`src/sv/bitmap_first_fit_allocator_unit_assert.svh`:
```
// Assertion macros for the bitmap first-fit allocator.
`ifndef BITMAP_FIRST_FIT_ALLOCATOR_UNIT_ASSERT_SVH
`define BITMAP_FIRST_FIT_ALLOCATOR_UNIT_ASSERT_SVH

// Check that a condition implies another in the same cycle.
`define BFFA_ASSERT_NOW(label, pre, post) \
  label: assert property (@(posedge clk) disable iff (rst) (pre) |-> (post)) \
    else $error("allocator check failed");

// Check that a condition implies another in the following cycle.
`define BFFA_ASSERT_NEXT(label, pre, post) \
  label: assert property (@(posedge clk) disable iff (rst) (pre) |=> (post)) \
    else $error("allocator check failed");

`endif

```
`src/sv/bffa_pkg.sv`:
```
// Shared constants, types and codes of the bitmap first-fit allocator.
`timescale 1ns / 1ps
`default_nettype none
package bffa_pkg;

  localparam int MAP_ENTRIES    = 1024;
  localparam int SCAN_WORD_BITS = 32;
  localparam int MAP_WORDS      = (MAP_ENTRIES + SCAN_WORD_BITS - 1) / SCAN_WORD_BITS;
  localparam int WORD_IDX_W     = $clog2(MAP_WORDS);
  localparam int BIT_IDX_W      = $clog2(SCAN_WORD_BITS);
  localparam int POS_W          = WORD_IDX_W + BIT_IDX_W;
  localparam int WCNT_W         = WORD_IDX_W + 1;
  localparam int NUM_W          = 11;
  localparam int STATUS_W       = 2;

  localparam logic [NUM_W-1:0] LIVE_MAX = NUM_W'(MAP_ENTRIES);

  // Result status codes
  localparam logic [STATUS_W-1:0] STATUS_OK      = 2'd0;
  localparam logic [STATUS_W-1:0] STATUS_FULL    = 2'd1;
  localparam logic [STATUS_W-1:0] STATUS_IGNORED = 2'd2;
  localparam logic [STATUS_W-1:0] STATUS_RANGE   = 2'd3;

  // Request kinds
  localparam logic MODE_ALLOC = 1'b0;
  localparam logic MODE_FREE  = 1'b1;

  // Configuration register indexes
  localparam logic REG_ENTRIES_IN_USE = 1'b0;
  localparam logic REG_NUMBER_BASE    = 1'b1;

  typedef logic [SCAN_WORD_BITS-1:0] map_word_t;

  typedef enum logic [2:0] {
    ST_IDLE,
    ST_SCAN,
    ST_FREE_RD,
    ST_FREE_WR,
    ST_DONE
  } state_t;

  // Access to the bitmap store
  typedef struct packed {
    logic                  rd_en;
    logic [WORD_IDX_W-1:0] rd_addr;
    logic                  wr_en;
    logic [WORD_IDX_W-1:0] wr_addr;
    map_word_t             wr_data;
  } map_req_t;

endpackage
`default_nettype wire

```
`src/sv/bitmap_first_fit_allocator_unit.sv`:
```
// Top level of the bitmap first-fit allocator: sequencer, word scan and result register.
// Allocate: one bitmap word read per cycle from word 0 up, until a free bit is found or the
//   last live word is checked; free: read, write, load; rejected requests go straight to load.
// One item at a time: the next item can be taken in the cycle after the result loads, and
//   the load waits while the output is stalled.
// Reset (rst, synchronous): bitmap all free, entries_in_use 1024, number_base 1, count 1024.
`timescale 1ns / 1ps
`default_nettype none
module bitmap_first_fit_allocator_unit (
  input  wire logic        clk,
  input  wire logic        rst,
  // Input stream
  input  wire logic        s_tvalid,
  output logic             s_tready,
  input  wire logic [15:0] s_tdata,   // [10:0] number, [15:11] zero
  input  wire logic        s_tuser,   // [0] mode
  // Result stream
  output logic             m_tvalid,
  input  wire logic        m_tready,
  output logic [23:0]      m_tdata,   // [10:0] granted, [12:11] status, [23:13] free_left
  // Configuration write port
  input  wire logic        cfg_we,
  input  wire logic        cfg_index,
  input  wire logic [10:0] cfg_data
);
  import bffa_pkg::*;

  state_t                state, state_next;
  logic [NUM_W-1:0]      entries_in_use;
  logic                  number_base;
  logic [NUM_W-1:0]      free_total;
  logic [NUM_W-1:0]      live;
  logic [WCNT_W-1:0]     nwords;
  logic [WCNT_W-1:0]     rd_cnt;
  logic [WORD_IDX_W-1:0] chk_addr;
  logic                  chk_valid;
  logic [NUM_W-1:0]      free_idx;
  logic [NUM_W-1:0]      res_granted;
  logic [STATUS_W-1:0]   res_status;
  map_req_t              req;
  map_word_t             rd_data;
  map_word_t             word_mask;
  map_word_t             cand;
  map_word_t             lowest;
  map_word_t             free_bit;
  logic [BIT_IDX_W-1:0]  low_idx;
  logic [NUM_W-1:0]      rem;
  logic                  found;
  logic                  last_word;
  logic                  in_accept;
  logic                  out_free;
  logic [NUM_W-1:0]      in_number;
  logic [NUM_W-1:0]      in_idx;
  logic [STATUS_W-1:0]   in_status;
  logic                  in_bad;
  logic [NUM_W:0]        ft_inc;

  bffa_map u_map (
    .clk     (clk),
    .rst     (rst),
    .req     (req),
    .rd_data (rd_data)
  );

  // Live entry count and the number of words that cover it
  assign live   = (entries_in_use < LIVE_MAX) ? entries_in_use : LIVE_MAX;
  assign nwords = WCNT_W'((NUM_W+1)'(live) + (NUM_W+1)'(SCAN_WORD_BITS - 1) >> BIT_IDX_W);

  assign in_accept = s_tvalid && s_tready;
  assign out_free  = !m_tvalid || m_tready;
  assign in_number = s_tdata[NUM_W-1:0];
  assign in_idx    = in_number - NUM_W'(number_base);

  // Classify a request on entry
  always_comb begin
    in_bad    = 1'b1;
    in_status = STATUS_OK;
    if (s_tuser == MODE_ALLOC) begin
      in_bad    = (live == '0);
      in_status = (live == '0) ? STATUS_FULL : STATUS_OK;
    end else if (in_number == '0) begin
      in_status = STATUS_IGNORED;
    end else if (in_number < NUM_W'(number_base) || in_idx >= live) begin
      in_status = STATUS_RANGE;
    end else begin
      in_bad = 1'b0;
    end
  end

  // Mask off bits of the checked word at or above the live count
  assign rem = live - NUM_W'({chk_addr, {BIT_IDX_W{1'b0}}});
  always_comb begin
    for (int i = 0; i < SCAN_WORD_BITS; i++) begin
      word_mask[i] = (NUM_W'(i) < rem);
    end
  end

  // Find the lowest free bit of the checked word
  assign cand   = ~rd_data & word_mask;
  assign lowest = cand & (~cand + map_word_t'(1));
  assign found  = |cand;
  always_comb begin
    low_idx = '0;
    for (int i = 0; i < SCAN_WORD_BITS; i++) begin
      if (lowest[i]) begin
        low_idx = low_idx | BIT_IDX_W'(i);
      end
    end
  end

  assign last_word = ({1'b0, chk_addr} == nwords - WCNT_W'(1));
  assign free_bit  = map_word_t'(1) << free_idx[BIT_IDX_W-1:0];
  assign ft_inc    = (NUM_W+1)'(free_total) + (NUM_W+1)'(1);

  // Next state
  always_comb begin
    state_next = state;
    unique case (state)
      ST_IDLE: begin
        if (in_accept) begin
          if (in_bad) begin
            state_next = ST_DONE;
          end else if (s_tuser == MODE_ALLOC) begin
            state_next = ST_SCAN;
          end else begin
            state_next = ST_FREE_RD;
          end
        end
      end
      ST_SCAN: begin
        if (chk_valid && (found || last_word)) begin
          state_next = ST_DONE;
        end
      end
      ST_FREE_RD: state_next = ST_FREE_WR;
      ST_FREE_WR: state_next = ST_DONE;
      ST_DONE: begin
        if (out_free) begin
          state_next = ST_IDLE;
        end
      end
      default: state_next = ST_IDLE;
    endcase
  end

  // Handshake and bitmap access
  always_comb begin
    s_tready    = 1'b0;
    req.rd_en   = 1'b0;
    req.rd_addr = rd_cnt[WORD_IDX_W-1:0];
    req.wr_en   = 1'b0;
    req.wr_addr = chk_addr;
    req.wr_data = rd_data | lowest;
    unique case (state)
      ST_IDLE: s_tready = 1'b1;
      ST_SCAN: begin
        req.rd_en = (rd_cnt < nwords);
        req.wr_en = chk_valid && found;
      end
      ST_FREE_RD: begin
        req.rd_en   = 1'b1;
        req.rd_addr = free_idx[POS_W-1:BIT_IDX_W];
      end
      ST_FREE_WR: begin
        req.wr_en   = 1'b1;
        req.wr_addr = free_idx[POS_W-1:BIT_IDX_W];
        req.wr_data = rd_data & ~free_bit;
      end
      ST_DONE: ;
      default: ;
    endcase
  end

  // Control state, registers and free count
  always_ff @(posedge clk) begin
    if (rst) begin
      state          <= ST_IDLE;
      entries_in_use <= LIVE_MAX;
      number_base    <= 1'b1;
      free_total     <= LIVE_MAX;
      chk_valid      <= 1'b0;
      m_tvalid       <= 1'b0;
    end else begin
      state <= state_next;
      if (cfg_we) begin
        unique case (cfg_index)
          REG_ENTRIES_IN_USE: entries_in_use <= cfg_data;
          REG_NUMBER_BASE:    number_base    <= cfg_data[0];
          default: ;
        endcase
      end
      chk_valid <= (state == ST_SCAN) && req.rd_en;
      if (state == ST_SCAN && chk_valid && found && free_total != '0) begin
        free_total <= free_total - NUM_W'(1);
      end
      if (state == ST_FREE_WR) begin
        free_total <= (ft_inc < (NUM_W+1)'(live)) ? ft_inc[NUM_W-1:0] : live;
      end
      if (state == ST_DONE && out_free) begin
        m_tvalid <= 1'b1;
      end else if (m_tvalid && m_tready) begin
        m_tvalid <= 1'b0;
      end
    end
  end

  // Payload: scan pointers, request fields and result
  always_ff @(posedge clk) begin
    if (in_accept) begin
      free_idx    <= in_idx;
      rd_cnt      <= '0;
      res_granted <= '0;
      res_status  <= in_status;
    end
    if (state == ST_SCAN) begin
      if (req.rd_en) begin
        rd_cnt <= rd_cnt + WCNT_W'(1);
      end
      chk_addr <= rd_cnt[WORD_IDX_W-1:0];
      if (chk_valid && found) begin
        res_granted <= NUM_W'({chk_addr, low_idx}) + NUM_W'(number_base);
      end else if (chk_valid && last_word) begin
        res_status <= STATUS_FULL;
      end
    end
    if (state == ST_DONE && out_free) begin
      m_tdata <= {free_total, res_status, res_granted};
    end
  end

  `include "bitmap_first_fit_allocator_unit_assert.svh"

  `BFFA_ASSERT_NEXT(a_busy_after_accept, in_accept, !s_tready)
  `BFFA_ASSERT_NOW(a_count_bounded, 1'b1, free_total <= LIVE_MAX)
  `BFFA_ASSERT_NOW(a_full_grants_zero, m_tvalid && m_tdata[12:11] == STATUS_FULL,
                   m_tdata[10:0] == '0)
  `BFFA_ASSERT_NOW(a_scan_in_range, state == ST_SCAN, rd_cnt <= nwords)

endmodule
`default_nettype wire

```
`src/sv/bffa_map.sv`:
```
// Bitmap word store with per-word valid bits so unwritten words read as free.
`timescale 1ns / 1ps
`default_nettype none
module bffa_map (
  input  wire logic               clk,
  input  wire logic               rst,
  input  wire bffa_pkg::map_req_t req,
  output bffa_pkg::map_word_t     rd_data
);
  import bffa_pkg::*;

  map_word_t            mem [MAP_WORDS];
  logic [MAP_WORDS-1:0] word_valid;
  map_word_t            data_q;
  logic                 valid_q;

  // Write and registered read of the word array
  always_ff @(posedge clk) begin
    if (req.wr_en) begin
      mem[req.wr_addr] <= req.wr_data;
    end
    if (req.rd_en) begin
      data_q <= mem[req.rd_addr];
    end
  end

  // Mark words written since reset
  always_ff @(posedge clk) begin
    if (rst) begin
      word_valid <= '0;
      valid_q    <= 1'b0;
    end else begin
      if (req.wr_en) begin
        word_valid[req.wr_addr] <= 1'b1;
      end
      if (req.rd_en) begin
        valid_q <= word_valid[req.rd_addr];
      end
    end
  end

  // Treat a word never written as all free
  assign rd_data = valid_q ? data_q : '0;

endmodule
`default_nettype wire
```
`config.mk`:
```
export PLATFORM = sky130hd
export DESIGN_NAME = bitmap_first_fit_allocator_unit
export DESIGN_NICKNAME = d
export VERILOG_FILES = /design/src/sv/bffa_pkg.sv /design/src/sv/bitmap_first_fit_allocator_unit.sv /design/src/sv/bffa_map.sv
export VERILOG_INCLUDE_DIRS = /design/src /design/src/sv
export SDC_FILE = /design/constraint.sdc
export NUM_CORES = 2
export LEC_CHECK = 0
export BUFFER_PORTS_ARGS = -buffer_cell sky130_fd_sc_hd__buf_2
export CAP_MARGIN = 5
export CORE_MARGIN = 2
export CORE_UTILIZATION = 59
export CTS_CLUSTER_DIAMETER = 50
export DETAILED_ROUTE_END_ITERATION = 7
export GPL_TIMING_DRIVEN = 0
export PLACE_DENSITY = 0.73
export SYNTH_ARGS = -nofsm -noshare
export SYNTH_HDL_FRONTEND = slang
export SYNTH_HIERARCHICAL = 1
export SYNTH_SLANG_ARGS = --single-unit
```
`constraint.sdc`:
```
create_clock -name clk -period 7.3 [get_ports clk]
set_input_delay 1.46 -clock clk [delete_from_list [all_inputs] [get_ports clk]]
set_output_delay 1.46 -clock clk [all_outputs]
set_load 0.05 [all_outputs]
```
# Word-level counts from Yosys, hierarchy flattened
# Memories as Yosys holds them, arrays and structs flattened. A register that Yosys moved wholly into a read port is not among the register bits.
# Cells that the tools add are included.
dict set report totals {
  regBits 119
  ramBits 1024
  inputBits 34
  out_inout_bits 26
  elab_cells 221
  n_memories 1
}
# name depth width rd rd_clocked_by_memory_dff wr line
set memory_table {}
lappend memory_table {u_map.mem 32 32 1 1 1 bffa_map.sv:12} ;# map_word_t mem [MAP_WORDS];
dict set report op_classes {
  addsub 9
  order_cmp 40
  eq_ne 9
  n_shift 1
  muxes 110
  n_bitwise 8
  n_reduce_logical 29
}
# operator count
set ops {}
lappend ops {{< comparator 5 x 11 -> 1 bit (first input constant)} 16}
lappend ops {{2-to-1 mux 11 bit} 15}
lappend ops {{bitwise AND 32 bit} 3}
lappend ops {{2-to-1 mux 32 bit} 3}
lappend ops {{inverter 32 bit} 3}
lappend ops {{< comparator 4 x 11 -> 1 bit (first input constant)} 8}
lappend ops {{2-to-1 mux 5 bit} 17}
lappend ops {{bitwise OR 32 bit} 2}
lappend ops {{2-to-1 mux 3 bit} 16}
lappend ops {{< comparator 3 x 11 -> 1 bit (first input constant)} 4}
lappend ops {{2-to-1 mux 37 bit} 1}
lappend ops {{adder 32 x 1 -> 32 bit (second input constant)} 1}
lappend ops {{2-to-1 mux 2 bit} 16}
lappend ops {{2-to-1 mux 4 bit} 8}
lappend ops {{OR reduction 32 bit} 1}
lappend ops {{<< shifter 1 x 5 -> 32 bit (first input constant)} 1}
lappend ops {{2-to-1 mux 1 bit} 25}
lappend ops {{2-to-1 mux 6 bit} 4}
lappend ops {{zero test 11 bit} 2}
lappend ops {{< comparator 1 x 11 -> 1 bit (first input constant)} 2}
lappend ops {{< comparator 2 x 11 -> 1 bit (first input constant)} 2}
lappend ops {{case mux 3 bit (5 select lines)} 1}
lappend ops {{adder 11 x 1 -> 12 bit (second input constant)} 1}
lappend ops {{< comparator 12 x 11 -> 1 bit} 1}
lappend ops {{other kinds (30)} 53}

# Logic depth before layout (Yosys ltp)
dict set report depth {
  depth_word 43
  mapped_depth 27
  depth_no_buf 21
}

# By module
# Netlist, hierarchy kept.
# mod n_inst cells_per_inst area_per_inst_um2
set by_module_without_submodules {}
lappend by_module_without_submodules {bffa_map 1 1710 41305.9}
lappend by_module_without_submodules {bitmap_first_fit_allocator_unit 1 897 7153.1}

# Worst setup path after synthesis
# Ideal clock, no wire load.
dict set report synth_timing {
  path_kind {reg2reg}
  start {reg entries_in_use[10]}
  end {mem u_map/mem[28][0] (netlist bit) (enable)}
  t_arrival_ps 5915
  required_ps 6877
  setup_slack_ps 962
  path_stages_with_launch 24
  n_path_buf 6
  period_less_slack_ps 6338
  path_cell_list {dfxtp_1 -> buf_2 -> buf_2 -> clkbuf_1 -> nor2b_1 -> inv_1 -> ha_1 -> inv_1 -> ha_1 -> or4b_4 -> and3_1 -> o22a_4 -> buf_6 -> buf_6 -> a41oi_1 -> nor4_4 -> nand4_2 -> nor3b_2 -> nand2_1 -> nand2_1 -> a21oi_1 -> or3b_2 -> clkbuf_1 -> nor2_1}
}
# item line
set synth_lines {}
lappend synth_lines {{from (decl)} bitmap_first_fit_allocator_unit.sv:29} ;# logic [NUM_W-1:0] entries_in_use;
lappend synth_lines {{from (signal assigned)} bitmap_first_fit_allocator_unit.sv:187} ;# REG_ENTRIES_IN_USE: entries_in_use <= cfg_data;
lappend synth_lines {{to (decl)} bffa_map.sv:12}

==> results_dict.tcl <==
set metrics [dict create \
    status "finished, final reports clean" \
    fin_nets 2958 \
    hp-class "reg -> reg" \
    track_usage 0.320 \
    slew_headroom 0.0976 \
    worstMarginPinSlew_ns 1.35 \
    use_met1 0.427 \
    drtIter0Drc 3637 \
    grt_max_degree 33 \
    grt_busiest_layer "met2" \
    drt_wl_total_microns 135000 \
    grt_pass1_vias 27900 \
    syn-cell-area_sq_um 48500 \
    routabilityCongestion 0.948 \
    synth_top_area_frac 0.679 \
    h-tree-depth 3 \
    fin_crit_sh 0.972 \
    clkTransAtPathRegs_ns 0.06 \
    r2r_cells 23 \
    die_area_sq_um 84400 \
    area_growth_pct 16.0 \
    synth_edf_count 1095 \
    path_class "reg -> reg" \
    yosysTopAreaCell "edfxtp_1" \
    clock_skew_ns 0.0475 \
    start_util 0.593 \
    drive_gt1_frac 0.281 \
    rsz0062_at_grt "false" \
    synthFlopType "edfxtp_1" \
    p_leak_nw 17.9 \
    synth.avg_cell_area_sq_um 18.6 \
    synth.distinct_cells 91 \
    cts_buffer_depth 3 \
    cap_violations 0 \
    place_area_sq_um 51500 \
    worstPathArrival_ns 7.47 \
    via_count 27500 \
    cts_sinks 1175 \
    setup_viol 0 \
    hold_viol 0 \
    antenna_found_initial 4 \
    die_w_microns 291 \
    io_pins 60 \
    cp-end-kind "register" \
    whs_ns 0.439 \
    period_needed_ns 7.09 \
    use_met2 0.533 \
    tritoncts "done" \
    overflow 0 \
    post_drt_wl_per_cell_microns 33.2 \
    maxSlewViolCount 0 \
    ys_ff_latch 1175 \
    crit_required_ns 7.68 \
    min_path_cells 0 \
    postLayoutCellArea_sq_um 56200 \
    yosysSeqAreaShare 0.712 \
    multi_input_area_sq_um 13600 \
    vias_per_cell 6.78 \
    netlist_instances 2607 \
    power_mw 17.2 \
    timing.fmax_ghz 0.141 \
    critPathLaunchType "register" \
    ant_nets 0 \
    async_reset_ff_frac 0 \
    fillers 5036 \
    grt_use_met3 0.0574 \
    peakVddDrop_mv 0.265 \
    cts_made_buffers 120 \
    port_buffers 53 \
    final-seq-area_sq_um 34500 \
    postCtsHoldBufs 0 \
    remaining_drc_errors 0 \
    cts_root_buffer "clkbuf_16" \
    synth_area_leaders "edfxtp_1 68%, mux4_2 15%, dfxtp_1 3.3%" \
    dpl.hpwl_microns 89600 \
    die-height_microns 291 \
    dr.pass1.iters 6 \
    core_sq_um 81700 \
    power.density_nw_per_um2 306 \
    grt_pass1_wl_microns 193000 \
    cp_max_fo 14 \
    yosysWarnings 6 \
    clk-insertion-delay-late_ns 0.72 \
    rows 105 \
    synth_fp_nets 2676 \
]
[cell type report]
| cell class | instances | area share |
|---|---|---|
| sequential | 1175 | 0.614 |
| multi-input combinational | 1261 | 0.242 |
| clock buffer | 151 | 0.0568 |
| timing repair buffer | 161 | 0.0370 |
| tap | 1070 | 0.0238 |
| clock inverter | 73 | 0.0128 |
| buffer | 138 | 0.0117 |
| inverter | 32 | 0.00214 |
| antenna | 2 | 0.0000891 |
[registers in the layout, indices dropped and copies added, names as in the netlist]
name and count:
res_status 2, u_map/mem 1024, chk_addr 5, state 3, u_map/valid_q 1, res_granted 11, free_total 11, entries_in_use 11
m_tvalid 1, rd_cnt 6, free_idx 10, m_tdata 24, number_base 1, u_map/data_q 32, chk_valid 1, u_map/word_valid 32
[cells by family after synthesis]
group / share of synthesized area
flops: 0.712
mux: 0.161
compound gates: 0.0394
simple gates: 0.0538
buf+inv: 0.0161
xor+xnor: 0.00868
fa+ha+maj: 0.00924
[cells in the final DEF, fill, tap and decap left out, drive strengths merged, types with 16 or more instances in the layout]
cell type,count
nor3,27
mux4,320
a31oi,25
nand2,116
clkbuf,218
dfxtp,80
inv,43
mux2,39
nand2b,23
mux2i,16
xor2,18
xnor2,30
nand3,56
nor2,167
a21o,18
o21ai,42
and3,17
clkinv,51
and2,39
buf,232
edfxtp,1095
nor2b,22
ha,35
a21oi,73
a41oi,16
[synthesized netlist by cell type, types with 4 or more instances]
| library cell | number |
|---|---|
| edfxtp_1 | 1095 |
| mux4_2 | 320 |
| nor2_1 | 166 |
| nand2_1 | 116 |
| dfxtp_1 | 80 |
| a21oi_1 | 72 |
| clkbuf_1 | 68 |
| nand3_1 | 55 |
| and2_1 | 39 |
| buf_2 | 39 |
| mux2_2 | 38 |
| ha_1 | 35 |
| o21ai_0 | 35 |
| inv_1 | 31 |
| xnor2_1 | 30 |
| nor3_1 | 26 |
| a31oi_1 | 25 |
| nand2b_1 | 23 |
| nor2b_1 | 21 |
| buf_1 | 19 |
| a21o_1 | 18 |
| xor2_1 | 18 |
| and3_1 | 17 |
| mux2i_1 | 16 |
| a211oi_1 | 13 |
| a41oi_1 | 13 |
| nor4_1 | 13 |
| buf_6 | 11 |
| nand3b_1 | 10 |
| nand4_1 | 10 |
| or2_2 | 8 |
| a41o_1 | 7 |
| o211ai_1 | 7 |
| o21ai_1 | 7 |
| o31ai_1 | 7 |
| o2111ai_1 | 6 |
| or3_1 | 6 |
| a22oi_1 | 5 |
| a211o_1 | 4 |
| a22o_1 | 4 |
| a311oi_1 | 4 |
| o21a_1 | 4 |
[repair_timing]
item	in CTS	in global routing
resized for setup	0	1
setup buffers	32	19
endpoints found under the setup margin	658	1069
hold endpoints to repair	0	0
pin swaps	23	12
[per-layer routing]
metal / part of all wire / vias to the layer above / wire [microns]
li1: - / 11200 / -
met1: 0.36 / 14200 / 48500
met2: 0.50 / 1765 / 67100
met3: 0.099 / 357 / 13300
met4: 0.043 / 4 / 5770
met5: 0.00019 / - / 26
[where the power goes]
| part | internal (mW) | switching (mW) |
|---|---|---|
| Sequential | 7.63 | 0.0717 |
| Combinational | 1.52 | 1.94 |
| Clock | 3.41 | 2.62 |
[through the flow]
step | std cells | setup TNS [ns] | setup slack, ns | util
floorplan | 2607 | 0 | 0.962 | -
global placement | 3730 | -2415.25 | -2.37 | 0.613
detailed placement | 3787 | -46.75 | -0.251 | 0.630
CTS | 4042 | 0 | 0.00270 | 0.685
global route | 4063 | 0 | 0.0256 | 0.688
finish | 4063 | 0 | 0.207 | 0.688
[worst max-delay path, stage by stage (launching register included)]
cell	delay, ns
dfxtp_1	0.35
buf_2	0.22
buf_2	0.25
clkbuf_1	0.43
nor2b_1	0.18
inv_1	0.21
ha_1	0.28
inv_1	0.07
ha_1	0.19
or4b_4	0.52
and3_1	0.19
o22a_4	0.28
buf_6	0.17
buf_2	0.20
a31oi_1	0.50
nor2_1	0.21
nand4_2	0.21
nor3b_2	0.12
nand2_1	0.15
nand2_1	0.13
a21oi_1	0.52
or3b_2	0.75
nor2_4	0.26
buf_4	0.33
[worst paths after layout]
| check | from | endpoint | slack [ns] |
|---|---|---|---|
| worst max-delay path | entries_in_use[10] | u_map/mem[20][4] | 0.21 |
| worst min-delay path | res_granted[1] | m_tdata[1] | 0.44 |
| worst max register to register | entries_in_use[10] | u_map/mem[20][4] | 0.21 |
| worst min register to register | res_granted[1] | m_tdata[1] | 0.44 |
Note: power is estimated with default switching activity, not from simulation.
